===== src/hdl/banded_triangular_solve_defines.svh =====
// Assertion macros shared by the solver RTL.
// No dependencies.
`ifndef BANDED_TRIANGULAR_SOLVE_DEFINES_SVH
`define BANDED_TRIANGULAR_SOLVE_DEFINES_SVH
// implication checked every edge outside reset
`define BTS_ASSERT_IMPL(lbl, clk, rst, a, c, msg) \
   lbl: assert property (@(posedge clk) disable iff (rst) (a) |-> (c)) else $error(msg);
// next-cycle implication
`define BTS_ASSERT_NEXT(lbl, clk, rst, a, c, msg) \
   lbl: assert property (@(posedge clk) disable iff (rst) (a) |=> (c)) else $error(msg);
`endif


===== src/hdl/bts_ram.sv =====
// Generic single-port-write, single-read RAM with a registered read.
// No dependencies.
`default_nettype none
module bts_ram #(
   parameter int WIDTH = 32,
   parameter int DEPTH = 64
) (
   input  wire logic                     clock,
   input  wire logic                     wr_en,
   input  wire logic [$clog2(DEPTH)-1:0] wr_addr,
   input  wire logic [WIDTH-1:0]         wr_data,
   input  wire logic [$clog2(DEPTH)-1:0] rd_addr,
   output logic      [WIDTH-1:0]         rd_data
);
   logic [WIDTH-1:0] mem_ff [DEPTH];
   always_ff @(posedge clock) begin
      if (wr_en) begin
         mem_ff[wr_addr] <= wr_data;
      end
      rd_data <= mem_ff[rd_addr];
   end
endmodule
`default_nettype wire


===== config.mk =====
export PLATFORM = sky130hd
export DESIGN_NAME = bts_ram
export DESIGN_NICKNAME = d
export VERILOG_FILES = /design/src/hdl/banded_triangular_solve_defines.svh /design/src/hdl/bts_ram.sv
export SDC_FILE = /design/constraint.sdc
export NUM_CORES = 2
export LEC_CHECK = 0
export BUFFER_PORTS_ARGS = -buffer_cell sky130_fd_sc_hd__buf_2
export CORE_UTILIZATION = 30
export DETAILED_ROUTE_END_ITERATION = 8
export SYNTH_ARGS = -nofsm -noshare
export SYNTH_HDL_FRONTEND = slang
export SYNTH_SLANG_ARGS = --single-unit

===== constraint.sdc =====
create_clock -name clock -period 3.7 [get_ports clock]
set_input_delay 0 -clock clock [delete_from_list [all_inputs] [get_ports clock]]
set_output_delay 0 -clock clock [all_outputs]
set_load 0.01 [all_outputs]

==> impl_metrics.env <==
export IMPL_syn_inst=3324
export IMPL_gr_usage_all_layers=0.152
export IMPL_clk_latency_ns=0.81
export IMPL_slowest_delay_ns=0.71
export IMPL_hpwl_mm=114
export IMPL_dp_slack_ns=0.547
export IMPL_numCtsBuffers=203
export IMPL_synthAdderAreaFrac=0
export IMPL_cts_sinks=2080
export IMPL_cts_root_buf="clkbuf_16"
export IMPL_drt_initial_drc_count=3998
export IMPL_io_buffers=77
export IMPL_crit_path_end="mem_ff[53][16]$_DFFE_PP_"
export IMPL_setup_slack_ns=1.26
export IMPL_die_w_um=514
export IMPL_htree_levels=4
export IMPL_drive_above_1_share=0.304
export IMPL_drt_pass1_iterations=5
export IMPL_synth_compound_area_share=0.0167
export IMPL_synth_top_family_by_area="multiplexers"
export IMPL_synthSimpleGateAreaFrac=0.0127
export IMPL_wl_per_cell_um=27.7
export IMPL_syn_to_final_growth_pct=16.7
export IMPL_setup_tns_ns=0
export IMPL_path_clk_slew_ns=0.06
export IMPL_gp_congestion=0.784
export IMPL_worstPathMaxFanout=26
export IMPL_path_class="primary input to register"
export IMPL_synth_net_count=3370
export IMPL_vdd_drop_max_mv=0.375
export IMPL_vias=37000
export IMPL_netlist_area_sq_um=78500
export IMPL_yosys_warnings=0
export IMPL_power_density_nw_per_um2=534
export IMPL_grt_pass1_vias=37600
export IMPL_startpoint_type="primary input"
export IMPL_yosysUniqueCellTypes=34
export IMPL_io_pins=78
export IMPL_cp_end_kind="register"
export IMPL_synthXorXnorAreaFrac=0
export IMPL_grt_max_degree=67
export IMPL_fin_nets=3695
export IMPL_antenna_left=0
export IMPL_hold_depth=3
export IMPL_via_per_inst=5.06
export IMPL_fin_crit_sh=0.658
export IMPL_worstPathArrival_ns=2.88
export IMPL_leakagePower_nw=28.1
export IMPL_ys_ff_latch=2080
export IMPL_tritoncts="done"
export IMPL_finalClockSkew_ns=0.0218
export IMPL_reg2regPathDepth=4
export IMPL_relSlewSlack=0.166
export IMPL_synth_area_mux_share=0.168
export IMPL_max_cap_violations=0
export IMPL_grt_pass1_wl_mm=286
export IMPL_row_count=187
export IMPL_period_needed_ns=2.44
export IMPL_crit_top_cell="dlygate4sd3_1"
export IMPL_die_height_um=514
export IMPL_crit_chain="dlygate4sd3_1, buf_2, nor2b_1, nand4_1, dlygate4sd3_1, nor2_4, buf_4"
export IMPL_crit_required_ns=4.14
export IMPL_ys_seq_area_frac=0.791
export IMPL_grt_overflow_total=0
export IMPL_r2r_slack_ns=1.40
export IMPL_wl_mm=203
export IMPL_drc=0
export IMPL_crit_slowest_cell="dlygate4sd3_1"
export IMPL_ctsLongestPathBuffers=3
export IMPL_hold_violations=0
export IMPL_coreArea_sq_um=260000
export IMPL_min_delay_path_class="primary input to register"
export IMPL_cp_startpoint="wr_en"
export IMPL_cts_repair_resized=0
export IMPL_die_area_sq_um=264000
export IMPL_fmax_mhz=411
export IMPL_drv_slew=0
export IMPL_reg2reg_from="mem_ff[11][16]$_DFFE_PP_"
export IMPL_finalSetupViolations=0
export IMPL_status="finished, final reports clean"
export IMPL_rsz0062_at_grt="false"
export IMPL_syn_area_per_cell_sq_um=23.6
export IMPL_antenna_found_initial=18
export IMPL_r2r_end="rd_data[16]$_DFF_P_"
export IMPL_worstMarginPinSlew_ns=1.25
export IMPL_start_util=0.302
[cells by family (layout without fill, tap and decap cells)]
kind of cell	Yosys count	after routing
buf+inv	182	671
compound gates	202	202
mux	637	637
simple gates	223	223
other cells	0	6
flops	2080	2080
[worst min-delay path by stage]
stage,start,end,slack (ns)
3_3_place_gp,wr_data[3],mem_ff[1][3]$_DFFE_PP_,0.30
6_report,wr_addr[5],mem_ff[55][0]$_DFFE_PP_,0.07
5_1_grt,wr_addr[5],mem_ff[55][0]$_DFFE_PP_,0.06
3_5_place_dp,wr_data[3],mem_ff[3][3]$_DFFE_PP_,0.31
2_1_floorplan,wr_data[0],mem_ff[0][0]$_DFFE_PP_,0.1
4_1_cts,wr_addr[5],mem_ff[55][0]$_DFFE_PP_,0.004
[worst max-delay path: cells and delay by family]
kind                   cells  cell delay [ns]
and+or+nand+nor            3             0.83
buffers and inverters      4             2.02
[metal layers]
metal	global-route usage	vias to the layer above	routed length, um	part of all wire
met5	0	-	23	0.00011
met4	0.0351	4	4160	0.021
met3	0.0237	239	13100	0.065
met2	0.255	1377	101000	0.50
met1	0.207	20400	84400	0.42
li1	-	14900	-	-
[flip-flops by register name, indices dropped and copies added (netlist names)]
signal   count
mem_ff    2048
rd_data     32
[what timing repair did]
item                      4_1_cts  5_1_grt
buffers inserted                0        0
hold buffers                   42        0
hold endpoints to repair     1840        0
[area by class of cell]
type                       instances  area [sq um]
antenna                            6          15.0
clock buffer                     253          5320
clock inverter                   116          1190
fill                           23700        168000
multi-input combinational       1062         16000
sequential                      2080         62100
tap                             3496          4370
timing repair buffer             302          2640
[placed cells by master, fill, tap and decap left out, types with 19 or more instances in the layout]
cell / n
buf_2: 73
nor2_1: 75
o22ai_1: 84
o221ai_1: 27
edfxtp_1: 2048
a21oi_1: 62
nor2_4: 62
clkinv_1: 35
bufinv_16: 19
clkbuf_1: 46
buf_4: 149
dfxtp_1: 32
mux4_2: 544
nand2_1: 26
buf_12: 34
clkbuf_16: 204
mux2i_1: 93
dlygate4sd3_1: 42
clkinv_2: 37
[metrics by stage]
stage               std cells  total power, W  hold WS [ns]  utilization  cell area (sq um)
CTS                      7309          0.0493       0.00363        0.353              91600
detailed placement       6898          0.0291         0.306        0.326              84700
global placement         6898          0.0291         0.299        0.326              84700
floorplan                3324          0.0279        0.0989            -              78500
global route             7313          0.0503        0.0561        0.353              91600
finish                   7315          0.0489        0.0744        0.353              91700
[cell usage after synthesis (all sizes together)]
master / number / area share
edfxtp: 2048 / 0.78
mux4: 544 / 0.16
nor2: 137 / 0.0065
buf: 108 / 0.0077
mux2i: 93 / 0.012
o22ai: 84 / 0.0067
clkbuf: 74 / 0.0035
a21oi: 62 / 0.0040
dfxtp: 32 / 0.0082
o221ai: 27 / 0.0030
nand2: 26 / 0.0012
nor2b: 15 / 0.0012
a22oi: 12 / 0.0011
a311oi: 8 / 0.00089
nand2b: 8 / 0.00064
nor3: 7 / 0.00045
nand3: 5 / 0.00032
nand3b: 5 / 0.00048
or3b: 5 / 0.00056
a41o: 4 / 0.00051
and3: 4 / 0.00032
o32ai: 4 / 0.00045
or2: 3 / 0.00024
or3: 3 / 0.00024
and2: 2 / 0.00016
nand4: 2 / 0.00016
a31oi: 1 / 0.000080
nand4b: 1 / 0.00011
[report_power, final]
part           internal (W)  switching, W
sequential           0.0261      0.000122
clock                0.0115       0.00878
combinational      0.000930       0.00147
(Power assumes the default switching activity.)
