==> src/hdl/banded_triangular_solve_defines.svh <==
// Assertion macros shared by the solver RTL.
// No dependencies.
`ifndef BANDED_TRIANGULAR_SOLVE_DEFINES_SVH
`define BANDED_TRIANGULAR_SOLVE_DEFINES_SVH
// implication checked every edge outside reset
`define BTS_ASSERT_IMPL(lbl, clk, rst, a, c, msg) \
   lbl: assert property (@(posedge clk) disable iff (rst) (a) |-> (c)) else $error(msg);
// next-cycle implication
`define BTS_ASSERT_NEXT(lbl, clk, rst, a, c, msg) \
   lbl: assert property (@(posedge clk) disable iff (rst) (a) |=> (c)) else $error(msg);
`endif

==> src/hdl/bts_pkg.sv <==
// Package for the banded triangular solver: payload types, opcodes, states.
// No dependencies.
`default_nettype none
package bts_pkg;
   localparam int MAX_N    = 64;
   localparam int MAX_BAND = 16;

   localparam logic [1:0] OP_BAND  = 2'd0;
   localparam logic [1:0] OP_RHS   = 2'd1;
   localparam logic [1:0] OP_SOLVE = 2'd2;

   localparam logic [2:0] REG_SIZE  = 3'd0;
   localparam logic [2:0] REG_BAND  = 3'd1;
   localparam logic [2:0] REG_UPPER = 3'd2;
   localparam logic [2:0] REG_TRANS = 3'd3;
   localparam logic [2:0] REG_UNIT  = 3'd4;

   typedef struct packed {
      logic [1:0]         op;
      logic [5:0]         column;
      logic [4:0]         band_pos;
      logic signed [31:0] value;
   } req_type;

   typedef struct packed {
      logic [5:0]         index;
      logic signed [31:0] solution;
      logic               last;
      logic               div_zero;
   } rsp_type;

   typedef enum logic [3:0] {
      ST_IDLE, ST_ROW, ST_RHS, ST_TERM, ST_MUL, ST_DIAG, ST_START, ST_DIV, ST_OUT
   } state_type;

   typedef struct packed {
      logic               start;
      logic signed [63:0] dividend;
      logic signed [31:0] divisor;
   } div_req_type;

   typedef struct packed {
      logic               done;
      logic signed [31:0] quotient;
   } div_rsp_type;
endpackage
`default_nettype wire

==> src/hdl/bts_div.sv <==
// Restoring divider: 64-bit signed dividend by 32-bit divisor, saturated.
// Depends on bts_pkg.
`default_nettype none
module bts_div (
   input  wire logic                 clock,
   input  wire logic                 reset,
   input  wire bts_pkg::div_req_type req,
   output bts_pkg::div_rsp_type      rsp
);
   import bts_pkg::*;
   logic [63:0] rem_ff, rem_in, quo_ff, quo_in;
   logic [31:0] dvs_ff, dvs_in;
   logic        neg_ff, neg_in, busy_ff, busy_in, done_ff, done_in;
   logic [5:0]  cnt_ff, cnt_in;
   logic [64:0] shifted, trial;
   logic [64:0] qs;

   always_comb begin
      rem_in = rem_ff; quo_in = quo_ff; dvs_in = dvs_ff; neg_in = neg_ff;
      busy_in = busy_ff; cnt_in = cnt_ff; done_in = 1'b0;
      shifted = {rem_ff, quo_ff[63]};
      trial = shifted - {33'd0, dvs_ff};
      if (req.start) begin
         rem_in = '0;
         quo_in = req.dividend[63] ? 64'(-req.dividend) : 64'(req.dividend);
         dvs_in = req.divisor[31] ? 32'(-req.divisor) : 32'(req.divisor);
         neg_in = req.dividend[63] ^ req.divisor[31];
         busy_in = 1'b1;
         cnt_in = '0;
      end else if (busy_ff) begin
         if (!trial[64]) begin
            rem_in = trial[63:0];
            quo_in = {quo_ff[62:0], 1'b1};
         end else begin
            rem_in = shifted[63:0];
            quo_in = {quo_ff[62:0], 1'b0};
         end
         cnt_in = cnt_ff + 6'd1;
         if (cnt_ff == 6'd63) begin
            busy_in = 1'b0;
            done_in = 1'b1;
         end
      end
   end

   always_ff @(posedge clock) begin
      if (reset) begin
         busy_ff <= 1'b0;
         done_ff <= 1'b0;
      end else begin
         busy_ff <= busy_in;
         done_ff <= done_in;
      end
      rem_ff <= rem_in; quo_ff <= quo_in; dvs_ff <= dvs_in;
      neg_ff <= neg_in; cnt_ff <= cnt_in;
   end

   always_comb begin
      qs = neg_ff ? 65'(-{1'b0, quo_ff}) : {1'b0, quo_ff};
      rsp.done = done_ff;
      if (!qs[64] && qs[63:31] != '0) rsp.quotient = 32'h7FFF_FFFF;
      else if (qs[64] && qs[63:31] != {33{1'b1}}) rsp.quotient = 32'h8000_0000;
      else rsp.quotient = qs[31:0];
   end
endmodule
`default_nettype wire

==> config.mk <==
export PLATFORM = sky130hd
export DESIGN_NAME = bts_div
export DESIGN_NICKNAME = d
export VERILOG_FILES = /design/src/hdl/banded_triangular_solve_defines.svh /design/src/hdl/bts_pkg.sv /design/src/hdl/bts_div.sv
export SDC_FILE = /design/constraint.sdc
export NUM_CORES = 1
export LEC_CHECK = 0
export ABC_AREA = 1
export BUFFER_PORTS_ARGS = -buffer_cell sky130_fd_sc_hd__buf_2
export CORE_MARGIN = 5
export CORE_UTILIZATION = 55
export DETAILED_ROUTE_END_ITERATION = 12
export PLACE_DENSITY = 0.88
export RECOVER_POWER = 50
export SYNTH_ARGS = -nofsm -noshare
export SYNTH_HDL_FRONTEND = slang
export SYNTH_SLANG_ARGS = --single-unit
==> constraint.sdc <==
create_clock -name clock -period 3.25 [get_ports clock]
set_clock_uncertainty 0.1 [all_clocks]
set_input_delay 0.1625 -clock clock [delete_from_list [all_inputs] [get_ports clock]]
set_output_delay 0.1625 -clock clock [all_outputs]
set_load 0.03 [all_outputs]
==> flow_metrics.py <==
metrics = {
    "routing": {
        "wire_per_inst_um": 19.4,
        "wl_met1_mm": 22.6,
        "drcViolationCount": 0,
        "routed.top_layer": "met5",
        "drt-total-wl_mm": 62.0,
        "wl_met3_mm": 4.89,
        "drt_first_iter_violations": 1950,
        "ant_nets": 0,
        "num_vias": 18356,
        "wl_met2_mm": 29.4,
        "firstDrtPassIters": 6,
        "vias_per_cell": 5.75,
    },
    "global_routing": {
        "grt_start_max_net_pins": 91,
        "antenna_found_initial": 5,
        "track_usage_pct": 36.0,
        "grt_first_pass_wirelength_mm": 90.0,
        "gr-total-overflow": 0,
        "grt_pass1_vias": 17235,
    },
    "cts": {
        "cts_buffers": 17,
        "cts.path.max_buffers": 2,
        "clock_sinks": 169,
        "htreeDepth": 4,
        "clk_latency_ns": 0.46,
        "cts_tree": "yes",
        "ctsRootBufferMaster": "clkbuf_16",
        "clkTransAtPathRegs_ns": 0.07,
    },
    "power": {
        "vdd_drop_max_mv": 1.81,
        "swShare_pct": 52.6,
        "power_density_mw_per_mm2": 757,
        "pwr-share-seq_pct": 21.9,
        "intPower_mw": 6.96,
        "leakage_nw": 8.78,
        "power.clock.fraction_pct": 14.0,
        "power_switching_mw": 7.71,
        "pwr-share-comb_pct": 64.1,
    },
    "sta": {
        "rsz0062_at_grt": "yes",
        "setup_violations": 31,
        "slew_headroom_pct": -25.1,
        "timing.final.hold_violations": 0,
        "fin_ws_ns": -0.396,
        "fin_setup_tns_ns": -9.15,
        "period_needed_ns": 3.65,
        "worst_pin_slew_ns": 1.88,
        "clock.fmax_ghz": 0.274,
        "drv_slew": 151,
        "fin_crit_sh_pct": 112,
    },
    "synth": {
        "ys_seq_area_share_pct": 27.8,
        "ys_seq_elements": 169,
        "yosysTopAreaCell": "nand2_1",
        "yosys.cell_count.top_type": "nand2_1",
        "synth_top_area_share_pct": 19.0,
        "ys_warn_count": 0,
        "synth_ff_type": "edfxtp_1",
        "postSynth.asyncResetShare_pct": 0,
        "synth_edf_count": 97,
        "netlist-cell-type-count": 46,
        "syn_inst": 2558,
        "synth_area_leaders": "nand2_1 19%, edfxtp_1 19%, nor2_1 9.3%",
        "syn-cell-area_mm2": 0.0156,
        "synthTopCellsByCount": "791 x nand2_1, 387 x nor2_1, 300 x inv_1, 179 x o21ai_0, 175 x nand3_1",
        "syn-num-nets": 2695,
        "syn-mean-instance-area_um2": 6.12,
    },
    "status": {
        "failed_checks": "capacitance limit, slew limit, setup timing",
        "status": "complete, but fails checks",
    },
    "layout": {
        "multi_input_area_mm2": 0.0106,
        "fin_nets": 2932,
        "fillers": 2367,
        "syn2layout_area_growth_pct": 23.8,
        "regArea_mm2": 0.00435,
        "utilization_pct": 69.4,
        "drive_gt1_share_pct": 17.6,
    },
    "setup_path": {
        "critPathCaptureType": "primary output",
        "worstPathArrival_ns": 3.38,
        "required_ns": 2.99,
        "startpoint_type": "flop",
        "crit_type": "flop to primary output",
        "cp_max_fo": 7,
        "worst-r2r-setup-slack_ns": 0.10,
    },
    "floorplanning": {
        "row_count": 61,
        "ios": 132,
        "core_area_mm2": 0.0279,
        "chipHeight_um": 179,
        "start_util_pct": 56.0,
        "die_w_um": 179,
        "die_area_mm2": 0.0319,
    },
    "placement": {
        "gp_congestion": 1.02,
        "hpwl_mm": 44.9,
        "place.port_buffers": 131,
    },
    "run": {
        "drv_cap": 3,
    },
    "min_path": {
        "hold_path_class": "input port to flop",
    },
}
[path summary, 6_finish.rpt]
path / depth (start not counted) / end / startpoint
setup / recovery: 18 / rsp[12] / quo_ff[7]
hold / removal: 3 / quo_ff[35] / req[67]
setup reg to reg: 18 / rem_ff[54] / quo_ff[63]
hold reg to reg: 2 / rem_ff[1] / rem_ff[1]
[critical path: stages, from the launching register on]
cell and delay [ns]:
edfxtp_1 0.50, nor2_2 0.22, nand2_1 0.15, buf_4 0.17
nor2_1 0.11, nand2_1 0.15, o21ai_4 0.27, nand3_2 0.12
nand2_1 0.08, nand2_1 0.06, nor2_2 0.09, nand3_2 0.11
nor2_2 0.14, nand2_2 0.07, nand2_4 0.15, clkbuf_16 0.18
nand2_1 0.10, nand2_1 0.12, buf_6 0.15
[power groups by stage]
stage	Clock [mW]	Combinational (mW)	Sequential [mW]
final	2.05	9.41	3.21
after global routing	2.15	10.3	3.25
after CTS	2.05	8.86	3.17
after detailed placement	0	8.58	3.22
after global placement	0	8.45	3.19
after floorplan	0	6.31	3.09
[cells by family (layout without fill, tap and decap cells)]
| kind of cell | count (synthesis) | in the layout | synth area share, % |
|---|---|---|---|
| other cells | 0 | 4 | 0 |
| simple gates | 1522 | 1522 | 40.7 |
| flops | 169 | 169 | 27.8 |
| xor+xnor | 144 | 144 | 8.06 |
| fa+ha+maj | 38 | 38 | 3.09 |
| buf+inv | 374 | 624 | 9.58 |
| compound gates | 311 | 311 | 10.7 |
[metrics by stage]
| stage | instances | setup WS (ns) | power, mW | cell area (um2) | hold WS, ns |
|---|---|---|---|---|---|
| after floorplan | 2558 | 0.0621 | 9.40 | 15600 | 0.141 |
| after global placement | 3055 | -0.141 | 11.6 | 16900 | 0.277 |
| after detailed placement | 3055 | -0.152 | 11.8 | 16900 | 0.276 |
| after CTS | 3131 | -0.145 | 14.1 | 18300 | 0.00411 |
| after global routing | 3189 | -0.465 | 15.7 | 19400 | 0.0263 |
| final | 3190 | -0.396 | 14.7 | 19400 | 0.0124 |
[per-layer routing]
metal  vias up  GRT usage, %
li1       8692             -
met1      8276          41.8
met2      1057          63.0
met3       329          4.45
met4         2          22.8
met5         -             0
[layout by cell type (no fill, tap or decap), types with 7 or more instances in the layout]
| cell type | synthesis | routed |
|---|---|---|
| nor2_4 | 3 | 33 |
| nor3_1 | 42 | 42 |
| o21ai_0 | 179 | 168 |
| nor2_1 | 387 | 325 |
| nor2_2 | 12 | 44 |
| nand4_1 | 44 | 44 |
| a21oi_1 | 68 | 68 |
| o21ai_1 | 26 | 32 |
| dlygate4sd3_1 | 0 | 25 |
| inv_1 | 300 | 293 |
| nor4_1 | 11 | 11 |
| nand3_2 | 1 | 8 |
| a31oi_1 | 8 | 8 |
| nand2_4 | 0 | 19 |
| xor2_1 | 91 | 91 |
| buf_4 | 4 | 101 |
| xnor2_1 | 53 | 53 |
| clkbuf_16 | 0 | 21 |
| ha_1 | 37 | 35 |
| dfxtp_1 | 72 | 72 |
| buf_6 | 9 | 40 |
| nand2_2 | 9 | 59 |
| nand3b_1 | 26 | 26 |
| inv_2 | 9 | 12 |
| o21ai_4 | 0 | 7 |
| nand2_1 | 791 | 722 |
| edfxtp_1 | 97 | 97 |
| nand3_1 | 175 | 164 |
| buf_2 | 10 | 96 |
[state kept, by name (all words and copies together) (netlist names)]
signal / count
busy_ff: 1
cnt_ff: 6
done_ff: 1
dvs_ff: 32
neg_ff: 1
quo_ff: 64
rem_ff: 64
[repair_timing]
action,CTS,global route
hold endpoints to repair,27,0
gates resized for setup,123,182
setup buffers,17,51
setup endpoints to repair,57,86
pin swaps,18,58
gates cloned,2,4
hold buffers,25,0
[area by class of cell]
| class | instances | share of cell area (%) |
|---|---|---|
| antenna | 4 | 0.0517 |
| clock buffer | 18 | 2.21 |
| clock inverter | 14 | 0.665 |
| inverter | 309 | 6.02 |
| multi-input combinational | 2015 | 54.5 |
| sequential | 169 | 22.5 |
| tap | 378 | 2.44 |
| timing repair buffer | 283 | 11.6 |
(Power assumes the default switching activity.)
